==> config.mk <==
export PLATFORM = sky130hd
export DESIGN_NAME = differential_drive_ramp_decoder_core
export DESIGN_NICKNAME = d
export VERILOG_FILES = /design/src/rtl/ddrd_pkg.sv /design/src/rtl/ddrd_decode.sv /design/src/rtl/differential_drive_ramp_decoder_core.sv
export SDC_FILE = /design/constraint.sdc
export NUM_CORES = 1
export LEC_CHECK = 0
export BUFFER_PORTS_ARGS = -buffer_cell sky130_fd_sc_hd__buf_4
export CAP_MARGIN = 20
export CORE_AREA = 2 2 102 79
export CTS_CLUSTER_SIZE = 30
export DETAILED_ROUTE_END_ITERATION = 6
export DIE_AREA = 0 0 104 81
export GPL_TIMING_DRIVEN = 0
export HOLD_SLACK_MARGIN = 0.03
export PLACE_DENSITY_LB_ADDON = 0.05
export SYNTH_ARGS = -nofsm -noshare
export SYNTH_HDL_FRONTEND = slang
export SYNTH_SLANG_ARGS = --single-unit
==> constraint.sdc <==
create_clock -name clock -period 3.56 [get_ports clock]
set_input_delay 0.178 -clock clock [delete_from_list [all_inputs] [get_ports clock]]
set_output_delay 0.178 -clock clock [all_outputs]
set_load 0.02 [all_outputs]
==> src/rtl/ddrd_pkg.sv <==
// Package for the differential drive ramp decoder.
// Holds beat payload types, per-side pin/duty type, command codes and defaults.
// No dependencies.
`timescale 1ns / 1ps

package ddrd_pkg;

   // Default ramp divisor (counter steps per duty step)
   localparam int RAMP_DIVISOR_DEF = 16;

   // Configuration register indexes
   localparam int CSR_ADDR_W = 1;
   localparam logic [CSR_ADDR_W-1:0] CSR_MIN_SPEED   = 1'd0;
   localparam logic [CSR_ADDR_W-1:0] CSR_DRIVER_TYPE = 1'd1;

   // Motion command codes
   localparam logic [3:0] CMD_FWD      = 4'd0;
   localparam logic [3:0] CMD_REV      = 4'd1;
   localparam logic [3:0] CMD_STOP     = 4'd2;
   localparam logic [3:0] CMD_COAST    = 4'd3;
   localparam logic [3:0] CMD_CCW      = 4'd4;
   localparam logic [3:0] CMD_CW       = 4'd5;
   localparam logic [3:0] CMD_VEER_L   = 4'd6;
   localparam logic [3:0] CMD_VEER_R   = 4'd7;
   localparam logic [3:0] CMD_RVEER_L  = 4'd8;
   localparam logic [3:0] CMD_RVEER_R  = 4'd9;

   typedef struct packed {
      logic [3:0] command;
      logic [7:0] speed;
      logic       urgent;
   } req_type;

   typedef struct packed {
      logic       right_enable;
      logic       right_dir_a;
      logic       right_dir_b;
      logic [7:0] right_duty;
      logic       left_enable;
      logic       left_dir_a;
      logic       left_dir_b;
      logic [7:0] left_duty;
   } rsp_type;

   // Held levels of one bridge channel
   typedef struct packed {
      logic       enable;
      logic       dir_a;
      logic       dir_b;
      logic [7:0] duty;
   } side_type;

endpackage

==> src/rtl/ddrd_decode.sv <==
// Command decode and ramp update for the differential drive ramp decoder.
// Computes next held pin/duty levels and next ramp state for one command.
// Depends on ddrd_pkg.
`timescale 1ns / 1ps

module ddrd_decode #(
   parameter int RAMP_DIVISOR = ddrd_pkg::RAMP_DIVISOR_DEF,
   localparam int REM_W = (RAMP_DIVISOR > 1) ? $clog2(RAMP_DIVISOR) : 1
) (
   input  ddrd_pkg::req_type  req,
   input  logic [7:0]         min_speed,
   input  logic               driver_type,
   input  logic               ramp_active,
   input  logic [7:0]         ramp_quot,
   input  logic [REM_W-1:0]   ramp_rem,
   input  ddrd_pkg::side_type right_cur,
   input  ddrd_pkg::side_type left_cur,
   output logic               ramp_active_next,
   output logic [7:0]         ramp_quot_next,
   output logic [REM_W-1:0]   ramp_rem_next,
   output ddrd_pkg::side_type right_next,
   output ddrd_pkg::side_type left_next
);
   import ddrd_pkg::*;

   localparam logic [1:0] DIR_FWD  = 2'd0;
   localparam logic [1:0] DIR_REV  = 2'd1;
   localparam logic [1:0] DIR_STOP = 2'd2;
   localparam logic [REM_W-1:0] REM_LAST = REM_W'(RAMP_DIVISOR - 1);

   // Drive one side in a direction with a duty
   function automatic side_type drive(input logic is_right, input logic [1:0] dir,
                                      input logic [7:0] duty, input logic typ,
                                      input logic [7:0] min_spd, input side_type cur);
      side_type s;
      logic     fa;
      s = cur;
      if (dir == DIR_STOP) begin
         if (!typ) begin
            s.enable = 1'b0;
            s.dir_a  = 1'b1;
            s.dir_b  = 1'b1;
            s.duty   = min_spd;
         end else begin
            s.dir_a = 1'b0;
            s.dir_b = 1'b0;
            s.duty  = 8'd0;
         end
      end else begin
         fa = is_right ^ (dir == DIR_REV) ^ typ;
         if (!typ) s.enable = 1'b1;
         s.dir_a = fa;
         s.dir_b = ~fa;
         s.duty  = duty;
      end
      return s;
   endfunction

   logic [7:0]       q0;
   logic [REM_W-1:0] r0;
   logic             step;
   logic [7:0]       q1;
   logic [REM_W-1:0] r1;
   logic [7:0]       fwd_spd;
   logic [7:0]       half_fwd;
   logic [7:0]       half_spd;

   // Ramp: start at min_speed on entry, step the counter while below target
   always_comb begin
      q0   = ramp_active ? ramp_quot : min_speed;
      r0   = ramp_active ? ramp_rem : '0;
      step = q0 < req.speed;
      q1   = q0;
      r1   = r0;
      if (step) begin
         if (r0 == REM_LAST) begin
            q1 = q0 + 8'd1;
            r1 = '0;
         end else begin
            r1 = r0 + REM_W'(1);
         end
      end
      fwd_spd  = (req.urgent || !step) ? req.speed : q1;
      half_fwd = fwd_spd >> 1;
      half_spd = req.speed >> 1;
   end

   // Decode the command into next levels
   always_comb begin
      ramp_active_next = ramp_active;
      ramp_quot_next   = ramp_quot;
      ramp_rem_next    = ramp_rem;
      right_next       = right_cur;
      left_next        = left_cur;
      unique case (req.command)
         CMD_FWD, CMD_VEER_L, CMD_VEER_R: begin
            if (!req.urgent) begin
               ramp_active_next = 1'b1;
               ramp_quot_next   = q1;
               ramp_rem_next    = r1;
            end
            right_next = drive(1'b1, DIR_FWD,
                               (req.command == CMD_VEER_R) ? half_fwd : fwd_spd,
                               driver_type, min_speed, right_cur);
            left_next  = drive(1'b0, DIR_FWD,
                               (req.command == CMD_VEER_L) ? half_fwd : fwd_spd,
                               driver_type, min_speed, left_cur);
         end
         CMD_REV: begin
            ramp_active_next = 1'b0;
            right_next = drive(1'b1, DIR_REV, req.speed, driver_type, min_speed, right_cur);
            left_next  = drive(1'b0, DIR_REV, req.speed, driver_type, min_speed, left_cur);
         end
         CMD_STOP: begin
            ramp_active_next = 1'b0;
            right_next = drive(1'b1, DIR_STOP, 8'd0, driver_type, min_speed, right_cur);
            left_next  = drive(1'b0, DIR_STOP, 8'd0, driver_type, min_speed, left_cur);
         end
         CMD_COAST: begin
            // Coast clears the ramp and, of the levels, touches only the duties
            ramp_active_next = 1'b0;
            right_next.duty  = min_speed;
            left_next.duty   = min_speed;
         end
         CMD_CCW: begin
            ramp_active_next = 1'b0;
            right_next = drive(1'b1, DIR_FWD, req.speed, driver_type, min_speed, right_cur);
            left_next  = drive(1'b0, DIR_REV, req.speed, driver_type, min_speed, left_cur);
         end
         CMD_CW: begin
            ramp_active_next = 1'b0;
            right_next = drive(1'b1, DIR_REV, req.speed, driver_type, min_speed, right_cur);
            left_next  = drive(1'b0, DIR_FWD, req.speed, driver_type, min_speed, left_cur);
         end
         CMD_RVEER_L: begin
            ramp_active_next = 1'b0;
            right_next = drive(1'b1, DIR_REV, half_spd, driver_type, min_speed, right_cur);
            left_next  = drive(1'b0, DIR_REV, req.speed, driver_type, min_speed, left_cur);
         end
         CMD_RVEER_R: begin
            ramp_active_next = 1'b0;
            right_next = drive(1'b1, DIR_REV, req.speed, driver_type, min_speed, right_cur);
            left_next  = drive(1'b0, DIR_REV, half_spd, driver_type, min_speed, left_cur);
         end
         default: begin
            // Unknown codes leave everything as it is
            ramp_active_next = ramp_active;
         end
      endcase
   end

endmodule

==> src/rtl/differential_drive_ramp_decoder_core.sv <==
// Differential drive ramp decoder: two H-bridge channels from motion commands.
// Path: req beat to input register, then state/result register, then rsp beat.
// Throughput: one beat per cycle while rsp_ready keeps up; decode/ramp is combinational.
// Reset (synchronous, active high) clears pins, duties, ramp state and config.
// Depends on ddrd_pkg and ddrd_decode.
`timescale 1ns / 1ps

module differential_drive_ramp_decoder_core #(
   parameter int RAMP_DIVISOR = ddrd_pkg::RAMP_DIVISOR_DEF
) (
   input  logic                                clock,
   input  logic                                reset,
   input  logic                                req_valid,
   output logic                                req_ready,
   input  ddrd_pkg::req_type                   req_data,
   output logic                                rsp_valid,
   input  logic                                rsp_ready,
   output ddrd_pkg::rsp_type                   rsp_data,
   input  logic                                csr_we,
   input  logic [ddrd_pkg::CSR_ADDR_W-1:0]     csr_addr,
   input  logic [7:0]                          csr_wdata
);
   import ddrd_pkg::*;

   localparam int REM_W = (RAMP_DIVISOR > 1) ? $clog2(RAMP_DIVISOR) : 1;

   logic             in_valid_ff, in_valid_in;
   req_type          in_data_ff;
   logic             out_valid_ff, out_valid_in;
   logic             advance;
   logic [7:0]       min_speed_ff;
   logic             driver_type_ff;
   logic             ramp_active_ff, ramp_active_in;
   logic [7:0]       ramp_quot_ff, ramp_quot_in;
   logic [REM_W-1:0] ramp_rem_ff, ramp_rem_in;
   side_type         right_ff, right_in;
   side_type         left_ff, left_in;

   // Handshake: the result stage moves when empty or drained
   assign advance      = !out_valid_ff || rsp_ready;
   assign req_ready    = !in_valid_ff || advance;
   assign in_valid_in  = req_ready ? req_valid : in_valid_ff;
   assign out_valid_in = advance ? in_valid_ff : out_valid_ff;

   always_ff @(posedge clock) begin
      if (reset) begin
         in_valid_ff  <= 1'b0;
         out_valid_ff <= 1'b0;
      end else begin
         in_valid_ff  <= in_valid_in;
         out_valid_ff <= out_valid_in;
      end
   end

   // Capture the request beat
   always_ff @(posedge clock) begin
      if (req_valid && req_ready) begin
         in_data_ff <= req_data;
      end
   end

   // Configuration writes
   always_ff @(posedge clock) begin
      if (reset) begin
         min_speed_ff   <= 8'd0;
         driver_type_ff <= 1'b0;
      end else if (csr_we) begin
         unique case (csr_addr)
            CSR_MIN_SPEED:   min_speed_ff   <= csr_wdata;
            CSR_DRIVER_TYPE: driver_type_ff <= csr_wdata[0];
            default:         min_speed_ff   <= min_speed_ff;
         endcase
      end
   end

   ddrd_decode #(
      .RAMP_DIVISOR(RAMP_DIVISOR)
   ) u_decode (
      .req             (in_data_ff),
      .min_speed       (min_speed_ff),
      .driver_type     (driver_type_ff),
      .ramp_active     (ramp_active_ff),
      .ramp_quot       (ramp_quot_ff),
      .ramp_rem        (ramp_rem_ff),
      .right_cur       (right_ff),
      .left_cur        (left_ff),
      .ramp_active_next(ramp_active_in),
      .ramp_quot_next  (ramp_quot_in),
      .ramp_rem_next   (ramp_rem_in),
      .right_next      (right_in),
      .left_next       (left_in)
   );

   // Held levels double as the result register; update when a beat moves in
   always_ff @(posedge clock) begin
      if (reset) begin
         ramp_active_ff <= 1'b0;
         ramp_quot_ff   <= 8'd0;
         ramp_rem_ff    <= '0;
         right_ff       <= '0;
         left_ff        <= '0;
      end else if (advance && in_valid_ff) begin
         ramp_active_ff <= ramp_active_in;
         ramp_quot_ff   <= ramp_quot_in;
         ramp_rem_ff    <= ramp_rem_in;
         right_ff       <= right_in;
         left_ff        <= left_in;
      end
   end

   assign rsp_valid             = out_valid_ff;
   assign rsp_data.right_enable = right_ff.enable;
   assign rsp_data.right_dir_a  = right_ff.dir_a;
   assign rsp_data.right_dir_b  = right_ff.dir_b;
   assign rsp_data.right_duty   = right_ff.duty;
   assign rsp_data.left_enable  = left_ff.enable;
   assign rsp_data.left_dir_a   = left_ff.dir_a;
   assign rsp_data.left_dir_b   = left_ff.dir_b;
   assign rsp_data.left_duty    = left_ff.duty;

   // Ramp remainder stays below the divisor
   a_rem_range: assert property (@(posedge clock) disable iff (reset)
      {1'b0, ramp_rem_ff} < (REM_W + 1)'(RAMP_DIVISOR))
      else $error("ramp remainder out of range");

   // A stalled result stage leaves the held levels alone
   a_hold_levels: assert property (@(posedge clock) disable iff (reset)
      !advance |=> $stable(right_ff) && $stable(left_ff) && $stable(ramp_active_ff))
      else $error("held levels changed while stalled");

   // A full input stage that cannot move keeps its beat
   a_hold_input: assert property (@(posedge clock) disable iff (reset)
      in_valid_ff && !advance |=> in_valid_ff && $stable(in_data_ff))
      else $error("input stage lost a beat");

endmodule

## Yosys cells after proc, flatten, opt, wreduce, memory -nomap -nowiden

Cells that the tools add are included.

- Bits in registers: 59
- Bits in latches: 0
- Bits in writable memories: 0
- Bits in read-only memories: 0
- Bits of input ports: 27
- Output and inout bits: 24
- Logic and storage cells: 87
- Memories kept: 0

- $add $sub $neg: 2
- $mul: 0
- Divide/modulo/power cells: 0
- $lt $le $gt $ge: 1
- Equality and inequality tests: 12
- Shifts and indexed selects: 0
- Mux-type cells: 19
- Bitwise gates (word level): 3
- Reductions and logical operators: 32

Operators with widths:

| cell | count |
|---|---|
| case mux 8 bit (5 select lines) | 2 |
| 2-to-1 mux 8 bit | 6 |
| OR reduction 4 bit | 6 |
| case mux 3 bit (3 select lines) | 2 |
| equality test 4 x 3 -> 1 bit, second input constant | 4 |
| equality test 4 bit, second input constant | 3 |
| 2-to-1 mux 4 bit | 3 |
| AND reduction 2 bit | 6 |
| AND reduction 3 bit | 4 |
| 2-to-1 mux 10 bit | 1 |
| nonzero test 5 bit | 2 |
| adder 8 x 1 -> 8 bit, second input constant | 1 |
| equality test 4 x 2 -> 1 bit, second input constant | 2 |
| less-than comparator 8 bit | 1 |
| OR reduction 7 bit | 1 |
| nonzero test 3 bit | 2 |
| adder 4 x 1 -> 4 bit, second input constant | 1 |
| equality test 4 x 1 -> 1 bit, second input constant | 1 |
| logical NOT 4 bit | 1 |
| 2-to-1 mux 1 bit | 4 |
| != test 2 bit, second input constant | 2 |
| logical NOT 1 bit | 3 |
| logical OR 1 bit | 3 |
| inverter 1 bit | 3 |
| 4 further kinds | 5 |

## Logic depth before layout (Yosys ltp)

Gate-level depths: netlist of the first run.

- Depth in word-level cells: 7
- Gate-level depth with buffers: 13
- Gate-level depth less buffers: 10

## Modules after synthesis

A second synthesis of the first run with hierarchy kept.

- Cells, all modules: 537
- Area, all modules: 4396.7 um^2

Modules (own cells, without submodules):

| module | instances | cells an instance | area each (um^2) | sequential area each (um^2) |
|---|---|---|---|---|
| differential_drive_ramp_decoder_core | 1 | 207 | 2369.8 | 1311.3 |
| ddrd_decode | 1 | 330 | 2026.9 | 0.0 |

## Least setup slack after synthesis of the first run

Ideal clock, no wire load.

- Path type: register to register
- Start: register ramp_active_ff
- End: register right_ff (netlist bit rsp_data[12])
- Library setup time: 0.119 ns
- Data arrival time: 2.672 ns
- Required time: 3.441 ns
- Path slack: 0.769 ns
- Cell stages (with the launch flop): 11
- Path buffers: 2
- Clock period less this slack: 2.791 ns
- Cell sequence: dfxtp_1 -> buf_2 -> mux2_2 -> ha_1 -> and2_1 -> a211oi_1 -> and3_1 -> buf_6 -> mux2i_4 -> o221ai_1 -> o221a_1

- Word-level cells in the longest chain between the ends: 7
- Elaborated cells on any way between the ends: 12
- Classes of those cells: add/sub: 1; order compare: 1; eq/ne: 1; mux: 7; reduce/logical: 2

RTL lines:

| item | RTL line | source |
|---|---|---|
| start, declared | differential_drive_ramp_decoder_core.sv:33 | `logic ramp_active_ff, ramp_active_in;` |
| start signal, assigned | differential_drive_ramp_decoder_core.sv:103 | `ramp_active_ff <= ramp_active_in;` |
| 2-to-1 mux 8 bit / 2-to-1 mux 4 bit (equally long branches) | ddrd_decode.sv:70, ddrd_decode.sv:71 |  |
| adder 8 x 1 -> 8 bit, or another cell as far along | ddrd_decode.sv:77 | `q1 = q0 + 8'd1;` |
| 2-to-1 mux 8 bit / logical NOT 1 bit (equally long branches) | ddrd_decode.sv:76, ddrd_decode.sv:83 |  |
| 2-to-1 mux 8 bit / logical OR 1 bit (equally long branches) | ddrd_decode.sv:75, ddrd_decode.sv:83 |  |
| 2-to-1 mux 8 bit (*) | ddrd_decode.sv:83 | `fwd_spd = (req.urgent \|\| !step) ? req.speed : q1;` |
| 2-to-1 mux 8 bit (*) | ddrd_decode.sv:103 | `(req.command == CMD_VEER_R) ? half_fwd : fwd_spd,` |
| case mux 8 bit (5 select lines) (*) | ddrd_decode.sv:95 | `unique case (req.command)` |
| end signal, assigned | differential_drive_ramp_decoder_core.sv:106 | `right_ff <= right_in;` |
| end, declared | differential_drive_ramp_decoder_core.sv:36 | `side_type right_ff, right_in;` |

Every way passes the cells marked *; elsewhere a longest branch is shown, timed or not.
A chain may end at the register's enable or synchronous reset.

## Final worst setup path of the first run

- Start: register ramp_active_ff
- End: register right_ff (netlist bit rsp_data[16])

Same word-level chain as after synthesis.

==> flow_summary.rst, run 1 <==
.. list-table::
   :header-rows: 1

   * - Metric
     - Value
   * - Setup skew after layout
     - between 9 and 10 ps
   * - Detailed placer's ending HPWL
     - 7.800 mm
   * - Synth Cell Area
     - around 0.0036 mm^2
   * - Post-synthesis cell count
     - 427
   * - Number of clock buffers inserted by TritonCTS
     - 9
   * - Final core utilization
     - between 50 and 60%
   * - Post-synthesis average cell area
     - 8.471 um^2
   * - Clk root buf
     - sky130_fd_sc_hd__clkbuf_8
   * - Via-to-Cell Ratio
     - approximately 5.8
   * - Prevailing post-synth register cell
     - sky130_fd_sc_hd__dfxtp_1
   * - Status
     - completed
   * - Area grow syn2layout
     - 22.97%
   * - Setup repair after global routing missed its margin
     - false
   * - Share of async-settable or async-resettable flops after synthesis
     - 0%
   * - Post-synthesis sequential element count
     - ~60
   * - Insertion delay to the later sink of the worst-skew pair
     - between 300 and 400 ps
   * - Core Area
     - approximately 0.0076 mm^2
   * - Number of global-route vias before repair
     - ~3.2k
   * - H-Tree Depth
     - 3
   * - Total nets after synthesis
     - between 400 and 500
   * - Detailed-route via count
     - between 3k and 4k
   * - Period utilisation layout
     - between 90% and 100%
   * - Peak clock frequency supported by timing
     - ~310 MHz
   * - I/O pin cnt
     - between 50 and 60
   * - Overall die area
     - ~0.0084 mm^2
   * - Initial antenna violation count
     - 0
   * - Fraction of final layout cells sized beyond drive strength 1
     - 16.21%
   * - Distinct cell type count of the synthesized netlist
     - 57
   * - Final count of hold timing violations
     - 0
   * - Starting density of the core
     - 47.80%
   * - Post-route setup TNS
     - 0 ps
   * - Fraction of the yosys area taken by sequential cells
     - 36.25%
   * - Maximum number of pins on one net before global-route repair
     - 14
   * - CTS Hold Bufs
     - 13
   * - Worst slew margin relative to its limit
     - 36.93%
   * - Slew @ Worst Pin
     - 938.8 ps
   * - Critical Path, Cell by Cell
     - buf_2 -> buf_2 -> a21oi_1 -> inv_1 -> ha_1 -> a21o_1 -> a211oi_1 -> and3_1 -> buf_6 -> mux2i_1 -> o22ai_1 -> o221a_1
   * - Tightest Hold Check Type
     - primary input to flip-flop
   * - Total power
     - between 1.5 and 2 mW
   * - Tmin final
     - ~3200 ps
   * - Slowest stage cell on the critical path
     - sky130_fd_sc_hd__dfxtp_1
   * - Number of setup buffers added after CTS
     - 0
   * - Height of the die
     - between 80 and 90 um
   * - Width of the die
     - roughly 100 um
   * - GPL Wtd Cong
     - approximately 0.9
   * - Number of gates resized after cts
     - 0
   * - Number of setup violations in the final report
     - 0
   * - Cell row count
     - 28
   * - GRT Util Overall
     - between 20 and 30%
   * - Total gr overflow
     - 0
   * - Type of origin of the critical path
     - flip-flop
   * - First-pass GRT wire length
     - 16.50 mm
   * - Critical path data required time
     - about 3800 ps
   * - Power Dens Cells
     - 378.5 mW/mm^2
   * - Count of final max-slew check failures
     - 0
   * - Average wire length per cell after detail routing
     - 17.02 um
   * - Leakage dissipation
     - between 1.5 and 2 nW
   * - Count of unresolved DRC violations after routing
     - 0
   * - Clock tree from TritonCTS
     - built
   * - Reported max-cap violation count
     - 0
   * - Endpoint kind of the worst setup timing path
     - flip-flop
   * - Yosys warns
     - 0
   * - Number of nets at the end of the flow
     - around 540
   * - CTS clk-pin slew, worst paths
     - roughly 70 ps
   * - Biggest fanout along the worst timing path
     - 10
   * - Most frequent CP cell
     - sky130_fd_sc_hd__buf_2
   * - Clock buffer depth
     - 2
   * - Worst EP arrival
     - around 3500 ps
   * - CP max stage delay
     - 380 ps
   * - Number of antenna diodes
     - 0
   * - IR Drop Worst-Case VDD
     - about 0.23 mV
   * - Clock net sink count
     - 59
   * - Number of optimization iterations in the first detailed-route pass
     - 5
   * - Routed wire length
     - 10.40 mm
   * - Category of the most critical setup path
     - flip-flop to flip-flop
   * - Worst hold slack
     - 59.31 ps
   * - DRC violation total after the first TritonRoute iteration
     - approximately 220
   * - EDFF count, synth
     - 13
   * - Port buffer count
     - 50
   * - Post-route ant nets
     - 0
-- cell type report --
class | instances | area (um^2)
fillers | 731 | 3119
multi-input cells | 320 | 2113
flip-flops and latches | 59 | 1311
repair buffers | 63 | 505.5
clock buffers | 11 | 141.4
well taps | 105 | 131.4
plain buffers | 26 | 110.1
inverters | 22 | 82.58
clock inverters | 5 | 52.55
-- Yosys cell counts, drive strengths merged, types with 3 or more instances --
| master | number | area share, % |
|---|---|---|
| nor2 | 55 | 5.7 |
| dfxtp | 46 | 25 |
| a21oi | 31 | 4.3 |
| mux2i | 27 | 8.6 |
| nand3 | 24 | 3.3 |
| nand2 | 23 | 2.4 |
| inv | 21 | 2.2 |
| o21ai | 21 | 2.9 |
| clkbuf | 17 | 1.8 |
| edfxtp | 13 | 11 |
| xnor2 | 10 | 2.4 |
| buf | 9 | 1.3 |
| ha | 9 | 3.1 |
| o221a | 9 | 2.8 |
| a22oi | 8 | 1.7 |
| and3 | 8 | 1.4 |
| nor2b | 8 | 1.4 |
| o221ai | 8 | 1.9 |
| a21o | 6 | 1.2 |
| and2 | 6 | 1.0 |
| nand2b | 6 | 1.0 |
| nor3 | 6 | 0.83 |
| a31oi | 5 | 0.86 |
| o22ai | 5 | 0.86 |
| a211oi | 4 | 0.97 |
| a221oi | 4 | 0.97 |
| mux2 | 3 | 0.93 |
| nand3b | 3 | 0.62 |
| nor4 | 3 | 0.52 |
| o21a | 3 | 0.62 |
-- placed cells by master, fill, tap and decap left out, types with 10 or more instances in the layout --
cell and instances:
sky130_fd_sc_hd__dlygate4sd3_1 13, sky130_fd_sc_hd__clkbuf_8 10, sky130_fd_sc_hd__edfxtp_1 13, sky130_fd_sc_hd__a21oi_1 31, sky130_fd_sc_hd__xnor2_1 10, sky130_fd_sc_hd__dfxtp_1 46
sky130_fd_sc_hd__nand2_1 23, sky130_fd_sc_hd__buf_4 50, sky130_fd_sc_hd__clkbuf_1 18, sky130_fd_sc_hd__nand3_1 24, sky130_fd_sc_hd__nor2_1 55, sky130_fd_sc_hd__mux2i_1 23
sky130_fd_sc_hd__inv_1 21, sky130_fd_sc_hd__o21ai_0 21
-- metrics by stage --
step	cells	setup slack (ps)	instance area [um^2]
finish	611	331.9	4448
global route	611	124.2	4448
CTS	611	359.0	4448
detailed placement	582	379.7	4124
global placement	582	361.3	4124
floorplan	427	768.9	3617
-- cell families after synthesis --
group                      share of synthesized area [%]
and+or+nand+nor                                    19.89
DFF                                                36.25
buffers and inverters                              5.327
AOI/OAI and AO/OA                                  22.97
xor gates and xnor gates                           2.906
muxes                                              9.547
adders and majority gates                          3.113
-- report_power, final --
group / switching (mW) / internal (mW)
Clock: 0.277 / 0.339
Sequential: 0.0315 / 0.718
Combinational: 0.179 / 0.139
Total: 0.488 / 1.20
-- worst paths after layout --
kind / slack, ps / cells past startpoint / endpoint / start
worst max-delay path: 330 / 12 / rsp_data[16] / ramp_active_ff
worst min-delay path: 60 / 3 / in_valid_ff / req_valid
worst max register to register: 330 / 12 / rsp_data[16] / ramp_active_ff
worst min register to register: 470 / 1 / rsp_data[10] / rsp_data[10]
-- critical path, delay by kind of cell, from the launching register on --
| kind | cells | cell delay, ps |
|---|---|---|
| compound gates | 5 | 1120 |
| fa+ha+maj | 1 | 300 |
| buf+inv | 4 | 730 |
| flops | 1 | 380 |
| mux | 1 | 380 |
| simple gates | 1 | 210 |
-- metal layers --
metal	track usage (%)	routed length (um)	vias up
met1	34.68	5125	1637
met3	7.785	856	13
li1	-	-	1718
met5	0	0	-
met4	7.568	120	0
met2	38.55	4297	157
-- state kept, by name (all words and copies together) (netlist names) --
signal and count:
rsp_data 22, in_data_ff 13, min_speed_ff 8, ramp_quot_ff 8
ramp_rem_ff 4, driver_type_ff 1, in_valid_ff 1, ramp_active_ff 1
rsp_valid 1
(Power assumes the default switching activity.)
==> inputs of run 2 (changes only) <==
Settings changed: ABC_AREA set to 1, CORE_AREA 2 2 102 79 to 2 2 100 78, DIE_AREA 0 0 104 81 to 0 0 102 80.
==> run 2 against run 1 <==
Net effect:
- synthesized cell count rose by 20%
- sequential power fell by 0.5%
- total power rose by 4.6%
- combinational power rose by 9.7%
- register-to-register slack improved by 210 ps
- critical path type unchanged
- die area fell by 3.1%
- clock skew rose by 3.4 ps
- largest power group unchanged
- highest routed layer unchanged
- largest cell class unchanged
==> flow_summary.rst, run 2 <==
.. list-table::
   :header-rows: 1

   * - Metric
     - Value
   * - Critical path data required time
     - 3810 ps (about the same)
   * - Clock buffer depth
     - 2 (unchanged)
   * - Area occupied by multi-input gates
     - 0.001854 mm^2 (-12%)
   * - Most frequent CP cell
     - sky130_fd_sc_hd__nand2_1
   * - I/O pin cnt
     - 51 (unchanged)
   * - Synth Cell Area
     - 0.003497 mm^2 (-3.3%)
   * - Most frequent standard cell in the layout excluding fill and tap cells
     - sky130_fd_sc_hd__nand2_1
   * - Total nets after synthesis
     - 549 (+19%)
   * - Total gr overflow
     - 0 (unchanged)
   * - Leading post-synthesis cells by instance count
     - 112 x sky130_fd_sc_hd__nand2_1, 76 x sky130_fd_sc_hd__nor2_1, 61 x sky130_fd_sc_hd__inv_1
   * - Max reg flops
     - 22 (unchanged)
   * - Clock net sink count
     - 59 (unchanged)
   * - Cell row count
     - 27 (-3.6%)
   * - Total buffers and inverters traversed by the critical path
     - 4 (unchanged)
   * - Ranking of synthesized cells by area
     - sky130_fd_sc_hd__dfxtp_1 26%, sky130_fd_sc_hd__nand2_1 12%, sky130_fd_sc_hd__edfxtp_1 11%
   * - Insertion delay to the later sink of the worst-skew pair
     - 350 ps (about the same)
   * - Final non-filler cell total
     - 693 (+13%)
   * - Type of origin of the critical path
     - flip-flop
   * - Endpoint kind of the worst setup timing path
     - flip-flop
   * - Detailed placer's ending HPWL
     - 7.323 mm (-6.1%)
   * - Port buffer count
     - 50 (unchanged)
   * - Number of optimization iterations in the first detailed-route pass
     - 5 (unchanged)
   * - Critical Path, Cell by Cell
     - buf_4 -> buf_2 -> nand2_1 -> nand2_1 -> ha_1 -> a21oi_1 -> nor2_1 -> a211oi_2 -> nand2_1 -> buf_2 -> nor2_2 -> nand2_1 -> nand3_1 -> nand3_1 -> nand2_1 -> inv_1
   * - Number of setup violations in the final report
     - 0 (unchanged)
   * - Final count of hold timing violations
     - 0 (unchanged)
   * - Core Area
     - 0.007162 mm^2 (-5.4%)
   * - Commonest cells after routing, fill and taps aside
     - 112 x sky130_fd_sc_hd__nand2_1, 76 x sky130_fd_sc_hd__nor2_1, 61 x sky130_fd_sc_hd__inv_1
   * - Setup repair after global routing missed its margin
     - false
   * - Placed cell count
     - 664 (+14%)
   * - Number of clock buffers inserted by TritonCTS
     - 9 (unchanged)
   * - Number of nets at the end of the flow
     - 623 (+16%)
   * - IR Drop Worst-Case VDD
     - 0.1739 mV (-25%)
   * - Period utilisation layout
     - 84.67% (-6.0 points)
   * - Count of unresolved DRC violations after routing
     - 0 (unchanged)
   * - EDFF count, synth
     - 13 (unchanged)
   * - Cell family with most CP delay
     - simple AND/OR/NAND/NOR gates
   * - Worst EP arrival
     - 3260 ps (-210 ps)
   * - Number of antenna diodes
     - 0 (unchanged)
   * - Area grow syn2layout
     - 24.04%
   * - Post-synthesis sequential element count
     - 59 (unchanged)
   * - Post-synthesis cell count
     - 513 (+20%)
   * - H-Tree Depth
     - 3 (unchanged)
   * - DRC violation total after the first TritonRoute iteration
     - 207 (-7.2%)
   * - Area taken by flip-flops and latches
     - 0.001311 mm^2 (unchanged)
   * - Distinct cell type count of the synthesized netlist
     - 33 (-42%)
   * - Number of global-route vias before repair
     - 3289 (+1.9%)
   * - GPL Wtd Cong
     - 0.8713 (-4.7%)
   * - Final core utilization
     - 60.57% (+1.8 points)
   * - Width of the die
     - 102 um (-1.9%)
   * - Tightest Hold Check Type
     - primary input to flip-flop
   * - Number of gates resized after cts
     - 0 (unchanged)
   * - Post-route setup TNS
     - 0 ps (unchanged)
   * - Detailed-route via count
     - 3613 (+2.5%)
   * - Tmin final
     - 3014 ps (-213.8 ps)
   * - Average wire length per cell after detail routing
     - 13.97 um (-18%)
   * - Overall die area
     - 0.008160 mm^2 (-3.1%)
   * - Share of async-settable or async-resettable flops after synthesis
     - 0% (unchanged)
   * - Initial antenna violation count
     - 0 (unchanged)
   * - GRT Util Overall
     - 25.71% (+0.42 points)
   * - Post-route ant nets
     - 0 (unchanged)
   * - Reported max-cap violation count
     - 0 (unchanged)
   * - Share of Yosys cell area claimed by the top area cell type
     - 26.33% (+0.87 points)
   * - Slew @ Worst Pin
     - 669.5 ps (-269.3 ps)
   * - Power Dens Cells
     - 405.8 mW/mm^2 (+7.2%)
   * - Worst slew margin relative to its limit
     - 55.20% (+18 points)
   * - Slowest stage cell on the critical path
     - sky130_fd_sc_hd__a211oi_2
   * - Leakage dissipation
     - 2.084 nW (+17%)
   * - Yosys top cell by area
     - sky130_fd_sc_hd__dfxtp_1
   * - Count of final max-slew check failures
     - 0 (unchanged)
   * - CP max stage delay
     - 410 ps (+30 ps)
   * - Maximum number of pins on one net before global-route repair
     - 14 (unchanged)
   * - Post-synthesis average cell area
     - 6.817 um^2 (-20%)
   * - Fraction of the yosys area taken by sequential cells
     - 37.50% (+1.2 points)
   * - Status
     - completed
   * - Prevailing post-synth register cell
     - sky130_fd_sc_hd__dfxtp_1
   * - Routed wire length
     - 9.682 mm (-6.9%)
   * - Number of fillers in the final layout
     - 704 (-3.7%)
   * - Clk root buf
     - sky130_fd_sc_hd__clkbuf_8
   * - Fraction of final layout cells sized beyond drive strength 1
     - 15.71% (-0.50 points)
   * - Setup skew after layout
     - 12.99 ps (+3.403 ps)
   * - Starting density of the core
     - 48.83% (+1.0 points)
   * - Biggest fanout along the worst timing path
     - 10 (unchanged)
   * - First-pass GRT wire length
     - 15.90 mm (-3.6%)
   * - CTS clk-pin slew, worst paths
     - 70 ps (about the same)
   * - Yosys warns
     - 0 (unchanged)
   * - Total power
     - 1.760 mW (+4.6%)
   * - Clock tree from TritonCTS
     - built
   * - Category of the most critical setup path
     - flip-flop to flip-flop
   * - Via-to-Cell Ratio
     - 5.214 (-9.6%)
   * - Height of the die
     - 80 um (-1.2%)
   * - Cell with the most instances after synthesis
     - sky130_fd_sc_hd__nand2_1
   * - Peak clock frequency supported by timing
     - 331.8 MHz (+7.1%)
run 2: cell types whose count changed after synthesis, sizes merged, moves of 13 or more:
cell    change
o21ai      +14
nand3      +34
clkbuf     -13
nor2       +29
nand2      +92
mux2i      -27
inv        +48
run 2: cell type report:
class | count | area share [%]
sequential | 59 | 30.23
clock inverter | 5 | 1.788
buffer | 11 | 1.356
timing repair buffer | 63 | 11.65
inverter | 72 | 6.288
clock buffer | 11 | 3.029
tap | 101 | 2.913
multi-input combinational | 371 | 42.75
run 2: kinds of logic (layout without fill, tap and decap cells):
group | count (synthesis) | count (layout) | synth area share, %
AO/OA/AOI/OAI | 88 | 88 | 15.49
buffers and inverters | 83 | 162 | 9.481
flip-flops | 59 | 59 | 37.50
XOR/XNOR | 4 | 4 | 1.002
adder cells (fa/ha/maj) | 9 | 9 | 3.220
AND/OR/NAND/NOR | 270 | 270 | 33.31
run 2: per-stage QoR:
stage                     worst slack, ps  hold WS [ps]  cell area (um^2)
after detailed placement            612.7         357.4              3999
after floorplan                      1147         276.9              3497
final                               545.7         46.12              4338
after global routing                152.7         57.25              4338
after CTS                           588.3         39.87              4338
after global placement              610.8         355.9              3999
run 2: power by group:
| part | switching, mW | internal (mW) | leakage (nW) |
|---|---|---|---|
| combinational | 0.219 | 0.130 | 1.48 |
| clock | 0.273 | 0.392 | 0.103 |
| sequential | 0.0246 | 0.721 | 0.503 |
run 2: worst reg2reg max path, cell delays in order (launching register included):
cell	delay (ps)
sky130_fd_sc_hd__dfxtp_1	310
sky130_fd_sc_hd__buf_4	160
sky130_fd_sc_hd__buf_2	260
sky130_fd_sc_hd__nand2_1	80
sky130_fd_sc_hd__nand2_1	230
sky130_fd_sc_hd__ha_1	300
sky130_fd_sc_hd__a21oi_1	140
sky130_fd_sc_hd__nor2_1	70
sky130_fd_sc_hd__a211oi_2	410
sky130_fd_sc_hd__nand2_1	120
sky130_fd_sc_hd__buf_2	220
sky130_fd_sc_hd__nor2_2	120
sky130_fd_sc_hd__nand2_1	130
sky130_fd_sc_hd__nand3_1	110
sky130_fd_sc_hd__nand3_1	140
sky130_fd_sc_hd__nand2_1	100
sky130_fd_sc_hd__inv_1	30
run 2: path summary, 6_finish.rpt:
check | cells after the start | startpoint | slack (ps) | endpoint
max | 16 | ramp_active_ff | 550 | rsp_data[5]
min | 3 | csr_wdata[3] | 50 | min_speed_ff[3]
max reg2reg | 16 | ramp_active_ff | 550 | rsp_data[5]
min reg2reg | 2 | rsp_data[21] | 450 | rsp_data[21]
run 2: what timing repair did:
action	4_1_cts	5_1_grt
setup endpoints to repair	0	0
setup buffers	0	0
endpoints found under the hold margin	13	0
hold buffers	13	0
run 2: routing by layer:
layer	global-route usage [%]	vias up	wire (um)	share of wire [%]
met5	0	-	0	0
met4	8.933	0	184	1.9
met3	4.904	13	568	5.9
met2	39.93	129	4187	43
met1	35.70	1613	4742	49
li1	-	1858	-	-
==> inputs of run 3 (changes only) <==
Clock period 3.56 ns to 2.5 ns, I/O delays scaled along.
==> run 3 against run 2 <==
Net effect:
- worst setup slack got worse by 490 ps
- cell area increased by 10%
- final cell count up 3.0%
- non-clock buffer count grew 20
- worst hold slack lost 2.1 ps
- critical path type unchanged
- count of clock-buffer cells in the layout did not move
- largest cell class unchanged
- first-iteration DRC count increased by 39%
- die area is the same
- critical path depth did not move
==> flow_summary.rst, run 3 (synthesis results as in run 2) <==
.. list-table::
   :header-rows: 1

   * - Metric
     - Value
   * - Status
     - completed
   * - Detailed placer's ending HPWL
     - 7.323 mm (unchanged)
   * - Setup skew after layout
     - 14.48 ps (+1.492 ps)
   * - Height of the die
     - 80 um (unchanged)
   * - Combinational cell fraction of total power
     - 22.8% (+3.0 points)
   * - Max reg flops
     - 22 (unchanged)
   * - Count of final max-slew check failures
     - 0 (unchanged)
   * - Reported max-cap violation count
     - 0 (unchanged)
   * - Count of unresolved DRC violations after routing
     - 0 (unchanged)
   * - Final non-filler cell total
     - 714 (+3.0%)
   * - Fraction of final layout cells sized beyond drive strength 1
     - 24.63% (+8.9 points)
   * - Number of cells on the worst hold path
     - 3 (unchanged)
   * - Clock buffer depth
     - 2 (unchanged)
   * - Switching fraction of total power
     - 30.32% (+0.94 points)
   * - Placed cell count
     - 664 (unchanged)
   * - Crit path setup slack, layout
     - 52.29 ps (-493.4 ps)
   * - Number of nets at the end of the flow
     - 644 (+3.4%)
   * - Worst EP arrival
     - 2700 ps (-560 ps)
   * - Leakage dissipation
     - 2.237 nW (+7.4%)
   * - Setup repair after global routing missed its margin
     - true
   * - Cell-internal power
     - 1.824 mW (+47%)
   * - Clock net sink count
     - 59 (unchanged)
   * - Via-to-Cell Ratio
     - 5.314 (+1.9%)
   * - First-pass GRT wire length
     - 16.15 mm (+1.5%)
   * - Slew @ Worst Pin
     - 730.7 ps (+61.23 ps)
   * - Width of the die
     - 102 um (unchanged)
   * - DRC violation total after the first TritonRoute iteration
     - 287 (+39%)
   * - Starting density of the core
     - 48.83% (unchanged)
   * - CTS clk-pin slew, worst paths
     - 80 ps (about the same)
   * - Total power
     - 2.617 mW (+49%)
   * - Routed wire length
     - 10.65 mm (+10%)
   * - Period utilisation layout
     - 97.91% (+13 points)
   * - Number of antenna diodes
     - 0 (unchanged)
   * - H-Tree Depth
     - 3 (unchanged)
   * - Critical path data required time
     - 2750 ps (-1060 ps)
   * - Worst R2R Start
     - ramp_active_ff
   * - Area grow syn2layout
     - 37.03%
   * - Part of the power in registers
     - 40.6% (-1.8 points)
   * - Total non-filler cell area in the finished layout
     - 0.004792 mm^2 (+10%)
   * - Critical hold path startpoint
     - csr_wdata[2]
   * - Reg2Reg Depth
     - 16 (unchanged)
   * - Cell row count
     - 27 (unchanged)
   * - Net switching power figure
     - 0.7936 mW (+53%)
   * - Worst slack, placed
     - -447.3 ps (-1060 ps)
   * - Number of global-route vias before repair
     - 3361 (+2.2%)
   * - Clock tree from TritonCTS
     - built
   * - Worst hold slack
     - 44.01 ps (-2.117 ps)
   * - Category of the most critical setup path
     - flip-flop to flip-flop
   * - GPL Wtd Cong
     - 0.8713 (unchanged)
   * - Hold EP
     - min_speed_ff[2]
   * - Initial antenna violation count
     - 0 (unchanged)
   * - R2R Setup Slk
     - 50 ps (-490 ps)
   * - Core Area
     - 0.007162 mm^2 (unchanged)
   * - Worst slew margin relative to its limit
     - 51.11% (-4.1 points)
   * - Area occupied by multi-input gates
     - 0.002108 mm^2 (+14%)
   * - I/O pin cnt
     - 51 (unchanged)
   * - GRT Util Overall
     - 26.10% (+0.39 points)
   * - Tightest Hold Check Type
     - primary input to flip-flop
   * - Clk root buf
     - sky130_fd_sc_hd__clkbuf_8
   * - Port buffer count
     - 50 (unchanged)
   * - Maximum number of pins on one net before global-route repair
     - 14 (unchanged)
   * - Insertion delay to the later sink of the worst-skew pair
     - 350 ps (about the same)
   * - Area taken by flip-flops and latches
     - 0.001313 mm^2 (about the same)
   * - Detailed-route via count
     - 3794 (+5.0%)
   * - Biggest fanout along the worst timing path
     - 6 (-4)
   * - Number of setup violations in the final report
     - 0 (unchanged)
   * - Final count of hold timing violations
     - 0 (unchanged)
   * - Number of fillers in the final layout
     - 637 (-9.5%)
   * - Number of clock buffers inserted by TritonCTS
     - 9 (unchanged)
   * - Total gr overflow
     - 0 (unchanged)
   * - Overall die area
     - 0.008160 mm^2 (unchanged)
   * - Endpoint of the worst register-to-register path
     - rsp_data[6]
   * - Commonest cells after routing, fill and taps aside
     - 97 x sky130_fd_sc_hd__nand2_1, 71 x sky130_fd_sc_hd__nor2_1, 59 x sky130_fd_sc_hd__inv_1, 59 x sky130_fd_sc_hd__buf_4, 46 x sky130_fd_sc_hd__nand3_1
   * - Endpoint kind of the worst setup timing path
     - flip-flop
   * - IR Drop Worst-Case VDD
     - 0.3273 mV (+88%)
   * - Average wire length per cell after detail routing
     - 14.91 um (+6.8%)
   * - Peak clock frequency supported by timing
     - 408.5 MHz (+23%)
   * - Most frequent standard cell in the layout excluding fill and tap cells
     - sky130_fd_sc_hd__nand2_1
   * - Type of origin of the critical path
     - flip-flop
   * - Post-route ant nets
     - 0 (unchanged)
   * - Number of optimization iterations in the first detailed-route pass
     - 5 (unchanged)
   * - Power Dens Cells
     - 546.1 mW/mm^2 (+35%)
   * - Post-detailed-placement cell area
     - 0.003999 mm^2 (unchanged)
   * - Tmin final
     - 2448 ps (-566.6 ps)
   * - Clock network power share
     - 36.5% (-1.3 points)
-- run 3: cell types whose count changed in the layout (fill, tap and decap cells not counted), moves of 3 or more --
cell,before,now
sky130_fd_sc_hd__buf_4,51,59
sky130_fd_sc_hd__nor2_1,76,71
sky130_fd_sc_hd__dlygate4sd3_1,13,20
sky130_fd_sc_hd__nand2_4,0,5
sky130_fd_sc_hd__ha_4,0,3
sky130_fd_sc_hd__o21ai_0,34,31
sky130_fd_sc_hd__nand2_2,3,13
sky130_fd_sc_hd__nand2_1,112,97
sky130_fd_sc_hd__nand3_1,58,46
sky130_fd_sc_hd__nand3_2,0,9
sky130_fd_sc_hd__nand3_4,0,3
sky130_fd_sc_hd__nor2_4,4,8
sky130_fd_sc_hd__ha_1,9,5
-- run 3: stage by stage --
step / utilization [%] / setup TNS (ps)
3_5_place_dp: 55.84 / -8538
2_1_floorplan: - / 0
6_report: 66.91 / 0
5_1_grt: 66.91 / -323.4
3_3_place_gp: 55.84 / -8207
4_1_cts: 62.88 / 0
-- run 3: area by class of cell --
class	count	share of cell area [%]
clock inverters	5	1.619
multi-input cells	371	43.99
inverters	72	5.796
flip-flops and latches	59	27.39
clock buffers	11	2.742
well taps	101	2.637
plain buffers	11	1.723
repair inverters	1	0.1305
repair buffers	83	13.97
-- run 3: worst max-delay path by stage --
stage / from / to / slack, ps / cells past startpoint
3_3_place_gp: ramp_active_ff / rsp_data[5] / -450 / 16
4_1_cts: ramp_active_ff / rsp_data[5] / 20 / 16
3_5_place_dp: ramp_active_ff / rsp_data[5] / -450 / 16
6_report: ramp_active_ff / rsp_data[6] / 50 / 16
5_1_grt: ramp_active_ff / rsp_data[5] / -50 / 16
2_1_floorplan: ramp_active_ff / rsp_data[15] / 90 / 16
-- run 3: worst max-delay path, stage by stage (launching register included) --
cell	delay, ps
sky130_fd_sc_hd__dfxtp_2	360
sky130_fd_sc_hd__buf_8	150
sky130_fd_sc_hd__inv_8	50
sky130_fd_sc_hd__or2_4	220
sky130_fd_sc_hd__o21a_4	130
sky130_fd_sc_hd__ha_4	260
sky130_fd_sc_hd__nand2_4	70
sky130_fd_sc_hd__nor2_4	40
sky130_fd_sc_hd__a211oi_4	240
sky130_fd_sc_hd__nand2_2	110
sky130_fd_sc_hd__buf_6	160
sky130_fd_sc_hd__nor2_4	170
sky130_fd_sc_hd__nand2_4	80
sky130_fd_sc_hd__nand3_1	80
sky130_fd_sc_hd__nand3_2	120
sky130_fd_sc_hd__nand2_1	70
sky130_fd_sc_hd__inv_1	30
-- run 3: power groups by stage --
stage          clock [mW]  combinational (mW)  sequential [mW]
4_1_cts             0.966               0.526             1.06
5_1_grt              1.01               0.660             1.07
6_report            0.956               0.597             1.06
3_5_place_dp            0               0.474             1.08
3_3_place_gp            0               0.469             1.08
2_1_floorplan           0               0.290             1.10
-- run 3: repair_timing --
| item | in CTS | in global routing |
|---|---|---|
| setup buffers | 2 | 9 |
| pin swaps | 1 | 22 |
| hold buffers | 20 | 0 |
| hold endpoints to repair | 20 | 0 |
| gates cloned | 0 | 3 |
| gates resized for setup | 20 | 52 |
| setup endpoints to repair | 28 | 25 |
-- run 3: metal layers --
metal  vias to the layer above  GRT usage, %  routed length (um)
met5                         -             0                   0
met4                         0         9.200                 211
met3                        24         4.991                 809
met2                       157         40.72                4775
met1                      1717         36.03                4853
li1                       1896             -                   -
